==> src/rtl/core/assert_macros.svh <==
// Assertion macros shared by the RTL of the hand grab and pinch tracker.
`ifndef ASSERT_MACROS_SVH
`define ASSERT_MACROS_SVH

// Property checked at every rising clock edge outside reset.
`define ASSERT_CLK(label, prop, msg) \
	label: assert property (@(posedge clk) disable iff (!arst_n) (prop)) else $error(msg);

// Condition that must never be true at a rising clock edge outside reset.
`define ASSERT_NEVER(label, cond, msg) \
	label: assert property (@(posedge clk) disable iff (!arst_n) !(cond)) else $error(msg);

`endif

==> src/rtl/core/hgpet_pkg.sv <==
// Types and constants of the hand grab and pinch event tracker.
`timescale 1ns / 1ps

package hgpet_pkg;

	localparam int STRENGTH_W = 11;
	localparam int COUNT_W    = 4;
	localparam int ID_W       = 32;
	localparam int FINGER_W   = 3;
	localparam int TOUCH_W    = 12;
	localparam int CFG_IDX_W  = 1;
	localparam int CFG_DATA_W = 11;

	// Register indexes of the configuration port.
	localparam logic [CFG_IDX_W-1:0] REG_GRAB_THRESHOLD  = 1'd0;
	localparam logic [CFG_IDX_W-1:0] REG_PINCH_THRESHOLD = 1'd1;

	// Reset values: 1024 is 1.0, 819 is 0.8.
	localparam logic [STRENGTH_W-1:0] GRAB_THRESHOLD_RST  = 11'd1024;
	localparam logic [STRENGTH_W-1:0] PINCH_THRESHOLD_RST = 11'd819;

	// Edge codes of grab_edge and pinch_edge.
	localparam logic [1:0] EDGE_NONE     = 2'd0;
	localparam logic [1:0] EDGE_PRESSED  = 2'd1;
	localparam logic [1:0] EDGE_RELEASED = 2'd2;

	// Item modes.
	localparam logic MODE_FRAME = 1'b0;
	localparam logic MODE_HAND  = 1'b1;

	typedef struct packed {
		logic                        mode;
		logic [COUNT_W-1:0]          hand_count;
		logic signed [ID_W-1:0]      hand_id;
		logic                        hand_is_left;
		logic [STRENGTH_W-1:0]       grab_strength;
		logic [STRENGTH_W-1:0]       pinch_strength;
		logic [FINGER_W-1:0]         finger_count;
		logic signed [TOUCH_W-1:0]   touch_distance;
	} hgpet_in_t;

	typedef struct packed {
		logic       grabbing;
		logic [1:0] grab_edge;
		logic       pinching;
		logic [1:0] pinch_edge;
		logic       finger_count_changed;
		logic       front_touch;
		logic       side_left;
		logic       hand_count_changed;
		logic       release_axes;
		logic       table_full;
	} hgpet_out_t;

	// Stored state of one tracked hand.
	typedef struct packed {
		logic                grabbed;
		logic                pinched;
		logic [FINGER_W-1:0] fingers;
	} hand_state_t;

	localparam int STATE_W = $bits(hand_state_t);

	// Result of the id lookup in the hand table.
	typedef struct packed {
		hand_state_t past;
		logic        full;
	} lookup_t;

	// Write request into the hand table.
	typedef struct packed {
		logic        en;
		hand_state_t state;
	} table_wr_t;

endpackage

==> src/rtl/core/hgpet_table.sv <==
// Hand table: per-id state with parallel id match, allocation and update.
`timescale 1ns / 1ps

module hgpet_table #(
	parameter int MAX_HANDS = 8
) (
	input  logic                          clk,
	input  logic                          arst_n,
	input  logic signed [hgpet_pkg::ID_W-1:0] lookup_id,
	input  hgpet_pkg::table_wr_t          wr,
	output hgpet_pkg::lookup_t            lkp
);
	import hgpet_pkg::*;

	logic [MAX_HANDS-1:0]   valid_q;
	logic [ID_W-1:0]        key_q   [MAX_HANDS];
	hand_state_t            state_q [MAX_HANDS];

	logic [MAX_HANDS-1:0]   hit_oh;
	logic [MAX_HANDS-1:0]   free_oh;
	logic [MAX_HANDS-1:0]   sel_oh;
	logic                   hit_found;
	logic                   free_found;
	logic [STATE_W-1:0]     past_bits;

	// First matching valid entry, and first free entry for a new id.
	always_comb begin
		hit_oh     = '0;
		free_oh    = '0;
		hit_found  = 1'b0;
		free_found = 1'b0;
		past_bits  = '0;
		for (int i = 0; i < MAX_HANDS; i++) begin
			if (valid_q[i]) begin
				if (!hit_found && key_q[i] == lookup_id) begin
					hit_oh[i] = 1'b1;
					hit_found = 1'b1;
				end
			end else if (!free_found) begin
				free_oh[i] = 1'b1;
				free_found = 1'b1;
			end
		end
		for (int i = 0; i < MAX_HANDS; i++) begin
			past_bits = past_bits | (state_q[i] & {STATE_W{hit_oh[i]}});
		end
		sel_oh    = hit_found ? hit_oh : free_oh;
		lkp.past  = hand_state_t'(past_bits);
		lkp.full  = !hit_found && !free_found;
	end

	always_ff @(posedge clk or negedge arst_n) begin
		if (!arst_n) begin
			valid_q <= '0;
		end else if (wr.en) begin
			valid_q <= valid_q | sel_oh;
		end
	end

	always_ff @(posedge clk) begin
		for (int i = 0; i < MAX_HANDS; i++) begin
			if (wr.en && sel_oh[i]) begin
				key_q[i]   <= lookup_id;
				state_q[i] <= wr.state;
			end
		end
	end

endmodule

==> src/rtl/core/hgpet_eval.sv <==
// Result logic: grab and pinch levels and edges, finger, touch and count flags.
`timescale 1ns / 1ps

module hgpet_eval (
	input  hgpet_pkg::hgpet_in_t                   item,
	input  hgpet_pkg::lookup_t                     lkp,
	input  logic [hgpet_pkg::STRENGTH_W-1:0]       grab_th,
	input  logic [hgpet_pkg::STRENGTH_W-1:0]       pinch_th,
	input  logic [hgpet_pkg::COUNT_W-1:0]          last_count,
	output hgpet_pkg::hgpet_out_t                  result,
	output hgpet_pkg::hand_state_t                 new_state
);
	import hgpet_pkg::*;

	logic grabbed;
	logic pinch_now;
	logic pinched;
	logic count_changed;

	always_comb begin
		grabbed       = item.grab_strength >= grab_th;
		pinch_now     = item.pinch_strength > pinch_th;
		// Pinch keeps its stored value while the hand is closed.
		pinched       = grabbed ? lkp.past.pinched : pinch_now;
		count_changed = item.hand_count != last_count;

		new_state.grabbed = grabbed;
		new_state.pinched = pinched;
		new_state.fingers = item.finger_count;

		result = '0;
		if (item.mode == MODE_FRAME) begin
			result.hand_count_changed = count_changed;
			result.release_axes       = count_changed && (item.hand_count == '0);
		end else begin
			result.grabbing = grabbed;
			if (grabbed && !lkp.past.grabbed) begin
				result.grab_edge = EDGE_PRESSED;
			end else if (!grabbed && lkp.past.grabbed) begin
				result.grab_edge = EDGE_RELEASED;
			end else begin
				result.grab_edge = EDGE_NONE;
			end
			if (!grabbed) begin
				result.pinching = pinched;
				if (pinched && !lkp.past.pinched) begin
					result.pinch_edge = EDGE_PRESSED;
				end else if (!pinched && lkp.past.pinched) begin
					result.pinch_edge = EDGE_RELEASED;
				end else begin
					result.pinch_edge = EDGE_NONE;
				end
			end
			result.finger_count_changed = item.finger_count != lkp.past.fingers;
			result.front_touch = (item.touch_distance == '0) ||
				item.touch_distance[TOUCH_W-1];
			result.side_left  = item.hand_is_left;
			result.table_full = lkp.full;
		end
	end

endmodule

==> src/rtl/core/hand_grab_pinch_event_tracker.sv <==
// Top level of the hand grab and pinch event tracker.
`timescale 1ns / 1ps
// Usage:
// The input channel (in_valid, in_ready, in_data) takes frame-start items,
// which carry the hand count, and hand observations. Every transfer in yields
// exactly one result transfer on the output channel (out_valid, out_ready,
// out_data), in order.
// An accepted item sits in the input register, where its id is compared against
// all table entries in parallel; the result is written into the output register
// when that register frees up, together with the table update. One item per
// cycle is sustained while the receiver does not stall: the table is updated at
// the same edge at which the following item starts its lookup, so back-to-back
// items on one id are exact.
// If the receiver stalls, the output register holds its result and the input
// register holds one more item; in_ready falls only when both are full.
// Reset clears both pipeline valids, empties the hand table, zeroes the last
// hand count and loads the threshold reset values (1024 for grab, 819 for
// pinch). Thresholds are written through cfg_we/cfg_index/cfg_wdata while the
// block is idle.

module hand_grab_pinch_event_tracker #(
	parameter int MAX_HANDS = 8
) (
	input  logic                                clk,
	input  logic                                arst_n,
	input  logic                                in_valid,
	output logic                                in_ready,
	input  hgpet_pkg::hgpet_in_t                in_data,
	output logic                                out_valid,
	input  logic                                out_ready,
	output hgpet_pkg::hgpet_out_t               out_data,
	input  logic                                cfg_we,
	input  logic [hgpet_pkg::CFG_IDX_W-1:0]     cfg_index,
	input  logic [hgpet_pkg::CFG_DATA_W-1:0]    cfg_wdata
);
	import hgpet_pkg::*;

	`include "assert_macros.svh"

	logic                  valid_s1;
	hgpet_in_t             item_s1;
	logic                  out_valid_q;
	hgpet_out_t            out_q;
	logic [STRENGTH_W-1:0] grab_th_q;
	logic [STRENGTH_W-1:0] pinch_th_q;
	logic [COUNT_W-1:0]    last_count_q;

	logic                  advance;
	logic                  commit;
	lookup_t               lkp;
	table_wr_t             wr;
	hgpet_out_t            result;
	hand_state_t           new_state;

	// The output register frees up when empty or when its result is taken;
	// the input register then moves its item on in the same cycle.
	assign advance  = !out_valid_q || out_ready;
	assign in_ready = !valid_s1 || advance;
	assign commit   = valid_s1 && advance;

	assign out_valid = out_valid_q;
	assign out_data  = out_q;

	// Only observations touch the table; a full table leaves it unchanged.
	assign wr.en    = commit && (item_s1.mode == MODE_HAND);
	assign wr.state = new_state;

	hgpet_table #(
		.MAX_HANDS(MAX_HANDS)
	) u_table (
		.clk       (clk),
		.arst_n    (arst_n),
		.lookup_id (item_s1.hand_id),
		.wr        (wr),
		.lkp       (lkp)
	);

	hgpet_eval u_eval (
		.item       (item_s1),
		.lkp        (lkp),
		.grab_th    (grab_th_q),
		.pinch_th   (pinch_th_q),
		.last_count (last_count_q),
		.result     (result),
		.new_state  (new_state)
	);

	always_ff @(posedge clk or negedge arst_n) begin
		if (!arst_n) begin
			valid_s1     <= 1'b0;
			out_valid_q  <= 1'b0;
			last_count_q <= '0;
		end else begin
			if (in_ready) begin
				valid_s1 <= in_valid;
			end
			if (advance) begin
				out_valid_q <= valid_s1;
			end
			if (commit && item_s1.mode == MODE_FRAME) begin
				last_count_q <= item_s1.hand_count;
			end
		end
	end

	always_ff @(posedge clk) begin
		if (in_valid && in_ready) begin
			item_s1 <= in_data;
		end
		if (commit) begin
			out_q <= result;
		end
	end

	// Threshold registers.
	always_ff @(posedge clk or negedge arst_n) begin
		if (!arst_n) begin
			grab_th_q  <= GRAB_THRESHOLD_RST;
			pinch_th_q <= PINCH_THRESHOLD_RST;
		end else if (cfg_we) begin
			case (cfg_index)
				REG_GRAB_THRESHOLD: begin
					grab_th_q <= cfg_wdata;
				end
				REG_PINCH_THRESHOLD: begin
					pinch_th_q <= cfg_wdata;
				end
				default: begin
				end
			endcase
		end
	end

	// Assertions.
	`ASSERT_NEVER(a_pinch_while_grab, out_valid_q && out_q.grabbing && out_q.pinching, "pinching reported while grabbing")
	`ASSERT_CLK(a_release_needs_change, out_valid_q && out_q.release_axes |-> out_q.hand_count_changed && !out_q.grabbing && !out_q.table_full, "axis release without a hand count change")
	`ASSERT_CLK(a_full_is_cleared, valid_s1 && lkp.full |-> lkp.past == '0, "full table lookup returned stored state")
	`ASSERT_CLK(a_count_update, commit && item_s1.mode == MODE_FRAME |=> last_count_q == $past(item_s1.hand_count), "last hand count not updated by frame start")

endmodule

==> config.mk <==
export PLATFORM = sky130hd
export DESIGN_NAME = hand_grab_pinch_event_tracker
export DESIGN_NICKNAME = d
export VERILOG_FILES = /design/src/rtl/core/hgpet_pkg.sv /design/src/rtl/core/hgpet_table.sv /design/src/rtl/core/hgpet_eval.sv /design/src/rtl/core/hand_grab_pinch_event_tracker.sv
export VERILOG_INCLUDE_DIRS = /design/src /design/src/rtl/core
export SDC_FILE = /design/constraint.sdc
export NUM_CORES = 1
export LEC_CHECK = 0
export BUFFER_PORTS_ARGS = -buffer_cell sky130_fd_sc_hd__buf_2
export CELL_PAD_IN_SITES_DETAIL_PLACEMENT = 1
export CELL_PAD_IN_SITES_GLOBAL_PLACEMENT = 2
export CORE_MARGIN = 1
export CORE_UTILIZATION = 45
export CTS_CLUSTER_DIAMETER = 200
export DETAILED_ROUTE_END_ITERATION = 10
export PLACE_DENSITY_LB_ADDON = 0.12
export REMOVE_ABC_BUFFERS = 1
export SLEW_MARGIN = 20
export SYNTH_ARGS = -nofsm -noshare
export SYNTH_HDL_FRONTEND = slang
export SYNTH_SLANG_ARGS = --single-unit
==> constraint.sdc <==
create_clock -name clk -period 6.5 [get_ports clk]
set_clock_uncertainty 0.15 [all_clocks]
set_input_delay 1.3 -clock clk [delete_from_list [all_inputs] [get_ports clk]]
set_output_delay 1.3 -clock clk [all_outputs]
set_load 0.01 [all_outputs]
==> reports/qor.csv <==
metric;value;unit
run_status;finished, final reports clean;
combinationalPowerShare;0.059;
die_area;39500;µm²
antennaDiodeCount;0;
max_cap_violations;0;
ys.warnings.count;0;
max_clk_rate;0.209;GHz
io-pin-count;106;
clk_latency;570;ps
syn-mean-instance-area;16.1;µm²
post_synth_inst_count;1084;
die-height;199;µm
clockPowerShare;0.405;
worst_setup_path_start_kind;flip-flop;
cts-hold-fix-buffers;0;
detailroute.wirelength.met2;19100;µm
gr-total-overflow;0;
leakage;7.02;nW
crit_path_end_kind;flip-flop;
width_of_the_die;199;µm
most-common-layout-cells;sky130_fd_sc_hd__edfxtp_1, sky130_fd_sc_hd__xor2_1, sky130_fd_sc_hd__buf_2, sky130_fd_sc_hd__xnor2_1, sky130_fd_sc_hd__clkbuf_16;
numCtsBuffers;46;
post_detailed_route_count_of_antenna_violating_nets;0;
timing_worst_setup_path_type;reg2reg;
netlist-cell-type-count;62;
compound_gate_fraction_of_synth_area;0.0292;
row_count;71;
vias_per_cell;5.23;
drtPass1Iterations;6;
grt_antenna_before_repair;0;
required;6620;ps
post_cts_resize_count;0;
nFillCells;3654;
rsz_0062_raised_after_global_routing;false;
share_seq_of_total_power;0.536;
maximum_number_of_pins_on_one_net_before_global_route_repair;54;
worst-endpoint-arrival;4910;ps
floorplan.core_area;37900;µm²
layout_commonest_cell;sky130_fd_sc_hd__edfxtp_1;
initial_core_util;0.459;
cell_internal_pwr;0.00457;W
hold_viol_final;0;
async_reset_ff_frac;0.0859;
cts_sinks;419;
routed_wirelength;41200;µm
synth_xor_area_frac;0.129;
grt_pass1_wl;61200;µm
place_congestion;0.815;
initialDrtViolationCount;498;
power-per-cell-area;295;nW/µm²
h_tree_depth;2;
via_count_of_the_first_global_routing_pass;9553;
instances_no_fill;1762;
pre_cts_slack;1690;ps
dpl.cell_count;1682;
top_layer;met4;
avgRoutedWirePerCell;23.4;µm
power.share.switching;0.222;
fin_tns_setup;0;ps
worst_slack;1710;ps
area.growth.synth_to_final;14.0;%
cp_max_fo;24;
met1Wirelength;19100;µm
routed_vias;9216;
timing.final.max_slew_violations;0;
synth.area.mux_share;0.0149;
dominant_combinational_cell_family_by_area_after_synthesis;XOR/XNOR gates;
synth-edff-count;383;
layout.nets;1333;
synth_simple_gate_area_share;0.0683;
switching_power;0.00130;W
slew-limit-headroom;0.282;
worst-slew-pin-transition;1080;ps
numPortBuffers;105;
peakVddDrop;195;µV
hpwl;27000;µm
min-delay-path-class;reg2reg;
yosys_register_bits;419;
synth_flop_cell;sky130_fd_sc_hd__edfxtp_1;
postCtsSetupRepairBufs;0;
clk_transition_reported_paths;60;ps
synth_seq_area_share;0.712;
tritoncts;yes;
fraction_of_the_mapped_netlist_area_in_adder_cells;0.0158;
cts-root-to-sink-buffers;3;
gr_usage_total;0.217;
min_period_over_period;0.737;
detailroute.wirelength.met3;1770;µm
final.min_clock_period;4790;ps
mappedNetlistArea;17400;µm²
setup_viol;0;
layout-drive-gt1-share;0.184;
clock-root-buffer;sky130_fd_sc_hd__clkbuf_16;
remaining_drc_errors;0;
-- critical path, stage by stage, from the launching register on --
cell and delay, ps:
sky130_fd_sc_hd__edfxtp_1 850, sky130_fd_sc_hd__xor2_1 150, sky130_fd_sc_hd__nor4_1 780, sky130_fd_sc_hd__nand4_1 410
sky130_fd_sc_hd__nor3_4 550, sky130_fd_sc_hd__nor4_2 160, sky130_fd_sc_hd__nand4_1 260, sky130_fd_sc_hd__and3b_1 320
sky130_fd_sc_hd__a31oi_1 330, sky130_fd_sc_hd__nor2_4 170, sky130_fd_sc_hd__buf_4 350
-- path summary, 6_finish.rpt --
check	from	slack, ps	endpoint	cells past startpoint
setup / recovery	item_s1[65]$_DFFE_PP_	1710	u_table.key_q[1][39]$_DFFE_PP_	10
hold / removal	pinch_th_q[6]$_DFFE_PN0P_	360	pinch_th_q[6]$_DFFE_PN0P_	1
setup reg to reg	item_s1[65]$_DFFE_PP_	1710	u_table.key_q[1][39]$_DFFE_PP_	10
hold reg to reg	pinch_th_q[6]$_DFFE_PN0P_	360	pinch_th_q[6]$_DFFE_PN0P_	1
max in group asynchronous	arst_n	4890	pinch_th_q[6]$_DFFE_PN0P_	1
min in group asynchronous	arst_n	710	u_table.valid_q[1]$_DFFE_PN0P_	1
-- flip-flops by register name (all words and copies together), names as in the netlist --
register         flops
grab_th_q           11
item_s1             75
last_count_q         4
u_table.state_q     40
out_data            12
valid_s1             1
out_valid            1
pinch_th_q          11
u_table.valid_q      8
u_table.key_q      256
-- kinds of logic (layout without fill, tap and decap cells) --
group                      Yosys count  count (layout)
AOI/OAI and AO/OA                   73              73
xor gates and xnor gates           257             257
adders and majority gates           22              22
buffers and inverters               90             257
DFF                                419             419
muxes                               24              24
and+or+nand+nor                    199             199
-- per-layer routing --
layer / global-route usage / vias to the layer above
met5: 0 / -
met4: 0.0792 / 0
met3: 0.0344 / 61
met2: 0.336 / 205
met1: 0.309 / 4689
li1: - / 4261
-- stage by stage --
step                       util  hold slack (ps)  cell area [µm²]  total power (W)
after global routing      0.524              369            19900          0.00608
after CTS                 0.524              359            19900          0.00595
final                     0.524              355            19900          0.00587
after global placement    0.488              340            18500          0.00355
after floorplan               -              313            17100          0.00338
after detailed placement  0.488              347            18500          0.00356
-- power groups by stage --
stage / combinational [W] / clock, W / sequential (W)
after floorplan: 0.000196 / 0 / 0.00318
after global routing: 0.000389 / 0.00253 / 0.00316
after CTS: 0.000355 / 0.00244 / 0.00315
after detailed placement: 0.000352 / 0 / 0.00320
after global placement: 0.000347 / 0 / 0.00320
final: 0.000347 / 0.00238 / 0.00315
-- layout make-up --
class / instances / area [µm²] / share of cell area
inverter: 46 / 173 / 0.00869
clock inverter: 20 / 116 / 0.00585
sequential: 419 / 12400 / 0.624
multi-input combinational: 575 / 4570 / 0.230
tap: 511 / 639 / 0.0322
clock buffer: 60 / 1230 / 0.0621
timing repair buffer: 131 / 733 / 0.0369
-- synth_stat cells (8+ instances only) --
cell type,n,area [µm²]
sky130_fd_sc_hd__o21ai_0,13,65.1
sky130_fd_sc_hd__and3_1,8,50.1
sky130_fd_sc_hd__nor4_1,44,275
sky130_fd_sc_hd__buf_4,19,143
sky130_fd_sc_hd__nor3_1,14,70.1
sky130_fd_sc_hd__xor2_1,153,1340
sky130_fd_sc_hd__ha_1,22,275
sky130_fd_sc_hd__nand2_1,21,78.8
sky130_fd_sc_hd__inv_1,45,169
sky130_fd_sc_hd__dfrtp_1,29,726
sky130_fd_sc_hd__edfxtp_1,383,11500
sky130_fd_sc_hd__a21oi_1,9,45.0
sky130_fd_sc_hd__nand2b_1,11,68.8
sky130_fd_sc_hd__buf_6,16,180
sky130_fd_sc_hd__nor2_1,19,71.3
sky130_fd_sc_hd__xnor2_1,104,911
sky130_fd_sc_hd__mux2i_1,8,80.1
sky130_fd_sc_hd__nand4_1,33,206
sky130_fd_sc_hd__nand3_1,16,80.1
sky130_fd_sc_hd__mux2_2,16,180
Note: power is estimated with default switching activity, not from simulation.
